===== config.mk =====
export PLATFORM = sky130hd
export DESIGN_NAME = positional_list_insert_delete_find
export DESIGN_NICKNAME = d
export VERILOG_FILES = /design/src/rtl/plid_pkg.sv /design/src/rtl/plid_cell.sv /design/src/rtl/plid_prio.sv /design/src/rtl/positional_list_insert_delete_find.sv
export SDC_FILE = /design/constraint.sdc
export NUM_CORES = 2
export LEC_CHECK = 0
export BUFFER_PORTS_ARGS = -buffer_cell sky130_fd_sc_hd__buf_4
export CAP_MARGIN = 40
export CELL_PAD_IN_SITES_DETAIL_PLACEMENT = 1
export CELL_PAD_IN_SITES_GLOBAL_PLACEMENT = 1
export CORE_MARGIN = 4
export CORE_UTILIZATION = 53
export CTS_BUF_LIST = sky130_fd_sc_hd__clkbuf_2 sky130_fd_sc_hd__clkbuf_4 sky130_fd_sc_hd__clkbuf_8
export CTS_CLUSTER_DIAMETER = 200
export DETAILED_ROUTE_END_ITERATION = 12
export HOLD_SLACK_MARGIN = 0.02
export PLACE_DENSITY_LB_ADDON = 0.1
export SKIP_CTS_REPAIR_TIMING = 1
export SYNTH_ARGS = -nofsm -noshare
export SYNTH_HDL_FRONTEND = slang
export SYNTH_SLANG_ARGS = --single-unit

===== constraint.sdc =====
create_clock -name aclk -period 6.8 [get_ports aclk]
set_clock_uncertainty 0.2 [all_clocks]
set_input_delay 1.02 -clock aclk [delete_from_list [all_inputs] [get_ports aclk]]
set_output_delay 1.02 -clock aclk [all_outputs]
set_load 0.02 [all_outputs]

===== src/rtl/plid_pkg.sv =====
// Package with sizes, codes and command struct for the positional list.
`timescale 1ns / 1ps

package plid_pkg;

    localparam int DEPTH  = 16;
    localparam int DATA_W = 32;
    localparam int POS_W  = 5;
    localparam int IDX_W  = (DEPTH > 1) ? $clog2(DEPTH) : 1;
    localparam int CNT_W  = $clog2(DEPTH + 1);
    localparam int CMP_W  = ((CNT_W > POS_W) ? CNT_W : POS_W) + 1;

    localparam int FIDX_OUT_W = 4;
    localparam int LEN_OUT_W  = 5;
    localparam int FIDX_EXT_W = (IDX_W > FIDX_OUT_W) ? IDX_W : FIDX_OUT_W;
    localparam int LEN_EXT_W  = (CNT_W > LEN_OUT_W) ? CNT_W : LEN_OUT_W;

    localparam int S_DATA_W = 40;
    localparam int M_DATA_W = 16;

    typedef enum logic [1:0] {
        FUNC_FIND   = 2'd0,
        FUNC_INSERT = 2'd1,
        FUNC_DELETE = 2'd2,
        FUNC_NONE   = 2'd3
    } func_t;

    typedef enum logic [1:0] {
        ST_OK       = 2'd0,
        ST_FULL     = 2'd1,
        ST_BADPOS   = 2'd2,
        ST_NOTFOUND = 2'd3
    } status_t;

    typedef struct packed {
        logic              ins;
        logic              del;
        logic [IDX_W-1:0]  pos_idx;
        logic [CNT_W-1:0]  count;
        logic [DATA_W-1:0] value;
    } cell_cmd_t;

endpackage


===== src/rtl/plid_cell.sv =====
// One list cell: holds an entry, shifts with its neighbors and compares for find.
`timescale 1ns / 1ps

module plid_cell (
    input  logic                          aclk,
    input  plid_pkg::cell_cmd_t           cmd,
    input  logic [plid_pkg::IDX_W-1:0]    my_idx,
    input  logic [plid_pkg::DATA_W-1:0]   left_data,
    input  logic [plid_pkg::DATA_W-1:0]   right_data,
    output logic [plid_pkg::DATA_W-1:0]   data,
    output logic                          match
);

    logic [plid_pkg::DATA_W-1:0] data_reg;
    logic [plid_pkg::DATA_W-1:0] data_next;
    logic [plid_pkg::CNT_W-1:0]  idx_ext;

    assign idx_ext = plid_pkg::CNT_W'(my_idx);

    always_comb begin
        data_next = data_reg;
        if (cmd.ins) begin
            if (my_idx > cmd.pos_idx) begin
                data_next = left_data;
            end else if (my_idx == cmd.pos_idx) begin
                data_next = cmd.value;
            end
        end else if (cmd.del) begin
            if (my_idx >= cmd.pos_idx) begin
                data_next = right_data;
            end
        end
    end

    always_ff @(posedge aclk) begin
        data_reg <= data_next;
    end

    assign data  = data_reg;
    assign match = (idx_ext < cmd.count) && (data_reg == cmd.value);

endmodule


===== src/rtl/plid_prio.sv =====
// Priority encoder: lowest matching cell index.
`timescale 1ns / 1ps

module plid_prio (
    input  logic [plid_pkg::DEPTH-1:0] match,
    output logic                       hit,
    output logic [plid_pkg::IDX_W-1:0] idx
);

    always_comb begin
        hit = 1'b0;
        idx = '0;
        for (int i = plid_pkg::DEPTH - 1; i >= 0; i--) begin
            if (match[i]) begin
                hit = 1'b1;
                idx = plid_pkg::IDX_W'(i);
            end
        end
    end

endmodule


===== src/rtl/positional_list_insert_delete_find.sv =====
// Top level of the positional list: request decode, cell row and result register.
//
// Input channel s_*: one request item per handshake, tdata holds func, value
// and position. Output channel m_*: one result item per request, tdata holds
// status, found_index and length.
// Each request is decoded, checked against the current count and applied to
// a row of DEPTH cells in the cycle it is accepted; every cell compares and
// shifts in parallel.
// The result appears in the output register in the cycle after acceptance.
// Throughput is one item per cycle: a new request is taken whenever the
// output register is empty or its item is taken in the same cycle.
// When the receiver stalls, the result holds in the output register and
// s_tready drops until it is taken.
// Reset empties the list (count zero) and clears the output valid; the
// entry contents are not cleared, only entries below count are ever read.
`timescale 1ns / 1ps

module positional_list_insert_delete_find (
    input  logic                            aclk,
    input  logic                            aresetn,
    input  logic                            s_tvalid,
    output logic                            s_tready,
    input  logic [plid_pkg::S_DATA_W-1:0]   s_tdata,  // func[1:0], value[33:2], position[38:34]
    output logic                            m_tvalid,
    input  logic                            m_tready,
    output logic [plid_pkg::M_DATA_W-1:0]   m_tdata   // status[1:0], found_index[5:2], length[10:6]
);

    logic                            m_tvalid_reg;
    logic [plid_pkg::M_DATA_W-1:0]   m_tdata_reg;
    logic [plid_pkg::CNT_W-1:0]      count_reg;
    logic [plid_pkg::CNT_W-1:0]      count_next;

    logic                            accept;
    plid_pkg::func_t                 func;
    logic [plid_pkg::DATA_W-1:0]     value;
    logic [plid_pkg::POS_W-1:0]      position;
    logic [plid_pkg::CMP_W-1:0]      pos_ext;
    logic [plid_pkg::CMP_W-1:0]      cnt_ext;
    logic [plid_pkg::CMP_W-1:0]      pos_m1;
    logic                            full;
    logic                            ins_ok;
    logic                            del_ok;
    plid_pkg::status_t               status;
    logic [plid_pkg::IDX_W-1:0]      fidx;
    logic [plid_pkg::FIDX_EXT_W-1:0] fidx_ext;
    logic [plid_pkg::LEN_EXT_W-1:0]  len_ext;
    plid_pkg::cell_cmd_t             cmd;

    logic [plid_pkg::DATA_W-1:0]     cell_data [plid_pkg::DEPTH];
    logic [plid_pkg::DEPTH-1:0]      match;
    logic                            hit;
    logic [plid_pkg::IDX_W-1:0]      hit_idx;

    assign s_tready = !m_tvalid_reg || m_tready;
    assign accept   = s_tvalid && s_tready;

    assign func     = plid_pkg::func_t'(s_tdata[1:0]);
    assign value    = s_tdata[33:2];
    assign position = s_tdata[38:34];

    assign pos_ext = plid_pkg::CMP_W'(position);
    assign cnt_ext = plid_pkg::CMP_W'(count_reg);
    assign pos_m1  = pos_ext - plid_pkg::CMP_W'(1);
    assign full    = (cnt_ext >= plid_pkg::CMP_W'(plid_pkg::DEPTH));
    assign ins_ok  = !full && (pos_ext != '0)
                     && (pos_ext <= cnt_ext + plid_pkg::CMP_W'(1));
    assign del_ok  = (pos_ext != '0) && (pos_ext <= cnt_ext);

    always_comb begin
        cmd.ins     = accept && (func == plid_pkg::FUNC_INSERT) && ins_ok;
        cmd.del     = accept && (func == plid_pkg::FUNC_DELETE) && del_ok;
        cmd.pos_idx = pos_m1[plid_pkg::IDX_W-1:0];
        cmd.count   = count_reg;
        cmd.value   = value;
    end

    for (genvar i = 0; i < plid_pkg::DEPTH; i++) begin : g_cell
        logic [plid_pkg::DATA_W-1:0] left_d;
        logic [plid_pkg::DATA_W-1:0] right_d;
        if (i == 0) begin : g_first
            assign left_d = '0;
        end else begin : g_mid_l
            assign left_d = cell_data[i-1];
        end
        if (i == plid_pkg::DEPTH - 1) begin : g_last
            assign right_d = cell_data[i];
        end else begin : g_mid_r
            assign right_d = cell_data[i+1];
        end
        plid_cell u_cell (
            .aclk       (aclk),
            .cmd        (cmd),
            .my_idx     (plid_pkg::IDX_W'(i)),
            .left_data  (left_d),
            .right_data (right_d),
            .data       (cell_data[i]),
            .match      (match[i])
        );
    end

    plid_prio u_prio (
        .match (match),
        .hit   (hit),
        .idx   (hit_idx)
    );

    always_comb begin
        count_next = count_reg;
        status     = plid_pkg::ST_OK;
        fidx       = '0;
        case (func)
            plid_pkg::FUNC_FIND: begin
                if (hit) begin
                    fidx = hit_idx;
                end else begin
                    status = plid_pkg::ST_NOTFOUND;
                end
            end
            plid_pkg::FUNC_INSERT: begin
                if (full) begin
                    status = plid_pkg::ST_FULL;
                end else if (!ins_ok) begin
                    status = plid_pkg::ST_BADPOS;
                end else begin
                    count_next = count_reg + plid_pkg::CNT_W'(1);
                end
            end
            plid_pkg::FUNC_DELETE: begin
                if (!del_ok) begin
                    status = plid_pkg::ST_BADPOS;
                end else begin
                    count_next = count_reg - plid_pkg::CNT_W'(1);
                end
            end
            default: begin
                status = plid_pkg::ST_OK;
            end
        endcase
    end

    assign fidx_ext = plid_pkg::FIDX_EXT_W'(fidx);
    assign len_ext  = plid_pkg::LEN_EXT_W'(count_next);

    always_ff @(posedge aclk) begin
        if (!aresetn) begin
            m_tvalid_reg <= 1'b0;
            count_reg    <= '0;
        end else begin
            if (accept) begin
                m_tvalid_reg <= 1'b1;
                count_reg    <= count_next;
            end else if (m_tready) begin
                m_tvalid_reg <= 1'b0;
            end
        end
    end

    always_ff @(posedge aclk) begin
        if (accept) begin
            m_tdata_reg <= {5'b0,
                            len_ext[plid_pkg::LEN_OUT_W-1:0],
                            fidx_ext[plid_pkg::FIDX_OUT_W-1:0],
                            status};
        end
    end

    assign m_tvalid = m_tvalid_reg;
    assign m_tdata  = m_tdata_reg;

endmodule

=== After elaboration in Yosys (flattened, before gate mapping) ===
Cells that the tools add are included.

* Register bits after elaboration: 529
* Word-level logic and storage cells: 314
* Bits of input ports: 44

* Add/sub/neg operators: 4
* Bitwise gates (word level): 2
* Reduce and logical (&&, ||, !) cells: 68
* Equality and inequality tests: 48
* $lt $le $gt $ge: 50
* Multiplexer cells: 119

{| class="wikitable"
|+ Operators with widths
! cell !! count
|-
| $mux W32 || 77
|-
| $eq A32 B32 Y1 || 16
|-
| $ne A3 B1 Y1 const B || 15
|-
| $reduce_and A3 Y1 || 15
|-
| $lt A4 B5 Y1 const A || 8
|-
| $reduce_bool A2 Y1 || 18
|-
| $eq A4 B4 Y1 const A || 8
|-
| $gt A4 B4 Y1 const A || 8
|-
| $mux W4 || 8
|-
| $ge A4 B4 Y1 const A || 7
|-
| $logic_and A1 B1 Y1 || 24
|-
| $lt A3 B5 Y1 const A || 4
|-
| $mux W1 || 19
|-
| $eq A3 B4 Y1 const A || 4
|-
| $ge A3 B4 Y1 const A || 4
|-
| $gt A3 B4 Y1 const A || 4
|-
| $mux W5 || 3
|-
| $mux W2 || 6
|-
| $mux W3 || 4
|-
| $lt A1 B5 Y1 const A || 2
|-
| $lt A2 B5 Y1 const A || 2
|-
| $pmux W5 S2 || 1
|-
| $reduce_or A10 Y1 || 1
|-
| $eq A2 B4 Y1 const A || 2
|-
| other kinds (25) || 31
|}

=== Depth between registers and ports, before layout ===
* Depth after elaboration: 20
* Mapped depth: 18
* Mapped depth without buffers: 14

=== Cells and area by module ===
A second synthesis with hierarchy kept.

* Cell total of the unflattened synthesis: 4262
* Area, all modules: 46607.2 um^2

{| class="wikitable"
|+ By module, submodules not included
! module !! area each (um^2) !! times used !! sequential area each (um^2) !! cells each
|-
| plid_cell || 2807.7 || 16 || 960.9 || 254
|-
| positional_list_insert_delete_find || 1505.2 || 1 || 450.4 || 165
|-
| plid_prio || 178.9 || 1 || 0.0 || 33
|}

=== Worst setup path after synthesis ===
Ideal clock, no wire load.

* Kind: input to register
* Start point: input s_tdata[35] (netlist name)
* End point: register g_cell[10].u_cell.data_reg (netlist bit g_cell[10].u_cell.data[0]) (enable)
* Cell stages on the path: 11
* Setup slack: 1123 ps
* Data arrival time: 5083 ps
* Library setup time: 394 ps
* Required time: 6206 ps
* Cell sequence: ha_1 > nor2b_1 > o21a_1 > o21a_1 > o21a_1 > o22a_1 > nor2_1 > a21oi_1 > nand2b_1 > nor2_1 > o31a_1

* Longest elaborated chain between the ends: 6
* Elaborated cells between the ends (all ways): 16
* Classes of those cells: add/sub (1); order compare (4); eq/ne (2); reduce/logical (9)

{| class="wikitable"
|+ RTL lines
! what !! RTL line !! RTL
|-
| start: declaration || positional_list_insert_delete_find.sv:23 || <nowiki>input logic [plid_pkg::S_DATA_W-1:0] s_tdata,</nowiki>
|-
| parallel branches: the longest is 5 deep, another holds $sub A4 B1 Y4 || - ||
|-
| $reduce_and A3 Y1 (no source line) (*) || - ||
|-
| end signal: assignment || plid_cell.sv:36 || <nowiki>data_reg <= data_next;</nowiki>
|-
| end: declaration || plid_cell.sv:14 || <nowiki>logic [plid_pkg::DATA_W-1:0] data_reg;</nowiki>
|}

Every way passes the cells marked *.
A chain may end at the register's enable or synchronous reset.

=== Worst setup path after layout ===
* Start point: register count_reg[0] (netlist name)
* End point: register g_cell[2].u_cell.data_reg (netlist bit g_cell[2].u_cell.data[1]) (enable)

* Longest elaborated chain between the ends: 7
* Elaborated cells between the ends (all ways): 14
* Classes of those cells: add/sub (1); order compare (3); eq/ne (1); reduce/logical (9)

{| class="wikitable"
|+ RTL lines
! what !! RTL line !! RTL
|-
| start: declaration || positional_list_insert_delete_find.sv:31 || <nowiki>logic [plid_pkg::CNT_W-1:0] count_reg;</nowiki>
|-
| start signal: assignment || positional_list_insert_delete_find.sv:152 || <nowiki>count_reg <= count_next;</nowiki>
|-
| parallel branches: the longest is 6 deep, another holds $add A5 B1 Y6 || - ||
|-
| $reduce_and A3 Y1 (no source line) (*) || - ||
|-
| end signal: assignment || plid_cell.sv:36 ||
|-
| end: declaration || plid_cell.sv:14 ||
|}

Marked as above.

==> impl_metrics.csv <==
group,metric,value,unit
setup_path,crit_buf_inv,3,
pwr,power.density,219,nW/µm²
sta,setup_tns,0,ns
placed_design,dp_hpwl,83.7,mm
grt,grt_pass1_vias,25800,
outcome,status,"completed",
synthesis,synth_seq_cells,529,
die,start_util,0.537,
pwr,leakage,14.5,nW
synthesis,post_synth.cell_area_avg,10.3,µm²
sta,worstMarginPinSlew,1.01,ns
setup_path,endpoint_kind,"register",
sta,max_freq,190,MHz
worst_hold_path,hp-class,"input pin to register",
sta,setup_violations,0,
clock_tree,clk_pin_slew,0.07,ns
run,drv_cap,0,
setup_path,r2r_cells,14,
setup_path,max_stage_delay,0.71,ns
setup_path,cp_max_fo,21,
detailed_routing,drc_errors,0,
synthesis,postSynthCellCount,3213,
clock_tree,cts_buffers,97,
synthesis,ys_seq_area_frac,0.476,
grt,grt_overflow,0,
sta,slew_headroom,0.320,
cells_and_area,nNetsFinal,3191,
synthesis,synth_common_cells,"571 x nand2_1, 523 x edfxtp_1, 455 x o21ai_0, 447 x mux2i_1, 321 x xor2_1",
setup_path,cp_data_arrival_time,5.41,ns
die,rows,91,
setup_path,reg2reg_to,"g_cell[2].u_cell.data[1]",
detailed_routing,drt_iter0_markers,3433,
die,core_area,61900,µm²
clock_tree,cts_tree,"done",
setup_path,startpoint_type,"register",
grt,grt_max_degree,204,
setup_path,slowest_stage,"or3_1",
die,fp.dieW,258,µm
synthesis,synth.distinct_cells,57,
placed_design,io_buffers,55,
detailed_routing,first_pass_iters,7,
pwr,peakVddDrop,0.000187,V
synthesis,ys_warn_count,0,
setup_path,worstReg2RegStart,"count_reg[0]",
sta,finalCriticalPeriod,5.25,ns
cells_and_area,largest_register_ffs,512,
synthesis,synth_edf_count,523,
detailed_routing,drtAntennaViolNets,0,
synthesis,netlist_area,33200,µm²
setup_path,crit_chain,"inv_1 -> ha_1 -> inv_1 -> ha_1 -> nor2b_1 -> o21a_1 -> o21ai_1 -> a21oi_1 -> o22a_1 -> nor4_2 -> a21oi_1 -> or3_1 -> a21oi_4 -> buf_4",
cells_and_area,utilization,0.584,
clock_tree,htree_num_levels,3,
die,fp.dieH,258,µm
sta,post-route-period-util,0.772,
setup_path,required,6.96,ns
detailed_routing,via_per_inst,6.38,
cells_and_area,drive_gt1_frac,0.102,
worst_hold_path,whs_endpoint,"m_tvalid",
die,die_area,66800,µm²
sta,drv_slew,0,
sta,rsz0062_at_grt,"false",
sta,hold_violations,0,
cells_and_area,final_area,36200,µm²
cells_and_area,syn2layout_area_growth,8.76,%
clock_tree,cts_sinks,529,
grt,track_usage,0.353,
clock_tree,clockBufferDepth,3,
setup_path,criticalPathCategory,"register to register",
die,ios,62,
placed_design,place_area,34300,µm²
worst_hold_path,worstHoldStart,"s_tvalid",
detailed_routing,wl,121,mm
synthesis,synth_most_common_cell,"nand2_1",
synthesis,synth_top_cell_area_share,0.472,
placed_design,routabilityCongestion,0.931,
synthesis,synthFlopType,"edfxtp_1",
setup_path,cpLargestDelayFamily,"compound AO/OA/AOI/OAI gates",
synthesis,yosysTopAreaCell,"edfxtp_1",
synthesis,synthTopCellsByArea,"edfxtp_1 47%, mux2i_1 13%, xor2_1 8.5%, o21ai_0 6.8%, nand2_1 6.4%",
detailed_routing,routedWlPerCell,29.9,µm
grt,antenna_found_initial,5,
synthesis,synthArstFlopShare,0,
clock_tree,cts-root-buf,"clkbuf_8",
worst_hold_path,holdPathStages,3,
setup_path,reg2reg_slack,1.55,ns
grt,grt_first_pass_wirelength,175,mm
clock_tree,clk_latency,0.71,ns
detailed_routing,vias,25800,
## cell type report
cell class,count,area [µm²]
Antenna cell,2,5.00
Clock buffer,134,1660
Clock inverter,40,209
Fill cell,6710,25800
Inverter,23,86.3
Multi-Input combinational cell,2369,16200
Sequential cell,529,15800
Tap cell,837,1050
Timing Repair Buffer,106,1090
## tightest hold or removal path, cell delays in order
cell and delay (ns):
buf_4 0.12, inv_1 0.04, a21oi_1 0.05
## kinds of logic after synthesis
logic type,count (synthesis),share of synthesized area
other cells,1,0.000113
flops,529,0.476
compound gates,519,0.0818
simple gates,829,0.111
fa+ha+maj,21,0.00790
mux,478,0.145
buf+inv,319,0.0420
xor+xnor,517,0.136
## power breakdown
part | internal (W) | switching (W)
registers | 0.00366 | 0.0000881
clock network | 0.00161 | 0.00144
logic | 0.000400 | 0.000723
total | 0.00566 | 0.00225
## routing by layer
| metal | up-vias | track usage | share of wire |
|---|---|---|---|
| li1 | 11200 | - | - |
| met1 | 12900 | 0.507 | 0.42 |
| met2 | 1411 | 0.524 | 0.43 |
| met3 | 255 | 0.0772 | 0.10 |
| met4 | 4 | 0.137 | 0.043 |
| met5 | - | 0 | 0.00022 |
## through the flow
step	power [W]	setup slack (ns)	hold slack [ns]	std cells
detailed placement	0.00490	1.60	0.370	3864
global placement	0.00485	1.58	0.338	3845
global route	0.00816	1.26	0.368	4040
CTS	0.00792	1.59	0.323	4038
finish	0.00792	1.55	0.378	4040
floorplan	0.00453	1.12	0.343	3217
## cells in the final DEF, fill, tap and decap left out, types with 20 or more instances in the layout
cell	n
buf_4	83
clkbuf_4	30
clkbuf_8	104
clkinv_1	29
edfxtp_1	523
ha_1	21
inv_1	20
mux2_2	31
mux2i_1	447
nand2_1	566
nand3_1	26
nand4_1	61
nor2_1	25
nor4_1	78
o21ai_0	455
xnor2_1	195
xor2_1	321
## worst max-delay path by stage
| stage | end | cells after the start | from | slack [ns] |
|---|---|---|---|---|
| final | g_cell[2].u_cell.data[1] | 14 | count_reg[0] | 1.55 |
| after global routing | g_cell[2].u_cell.data[1] | 14 | count_reg[0] | 1.26 |
| after CTS | g_cell[2].u_cell.data[1] | 14 | count_reg[0] | 1.59 |
| after detailed placement | g_cell[2].u_cell.data[25] | 13 | s_tdata[34] | 1.60 |
| after global placement | g_cell[1].u_cell.data[8] | 12 | s_tdata[34] | 1.58 |
| after floorplan | g_cell[10].u_cell.data[0] | 11 | s_tdata[35] | 1.12 |
(Power assumes the default switching activity.)
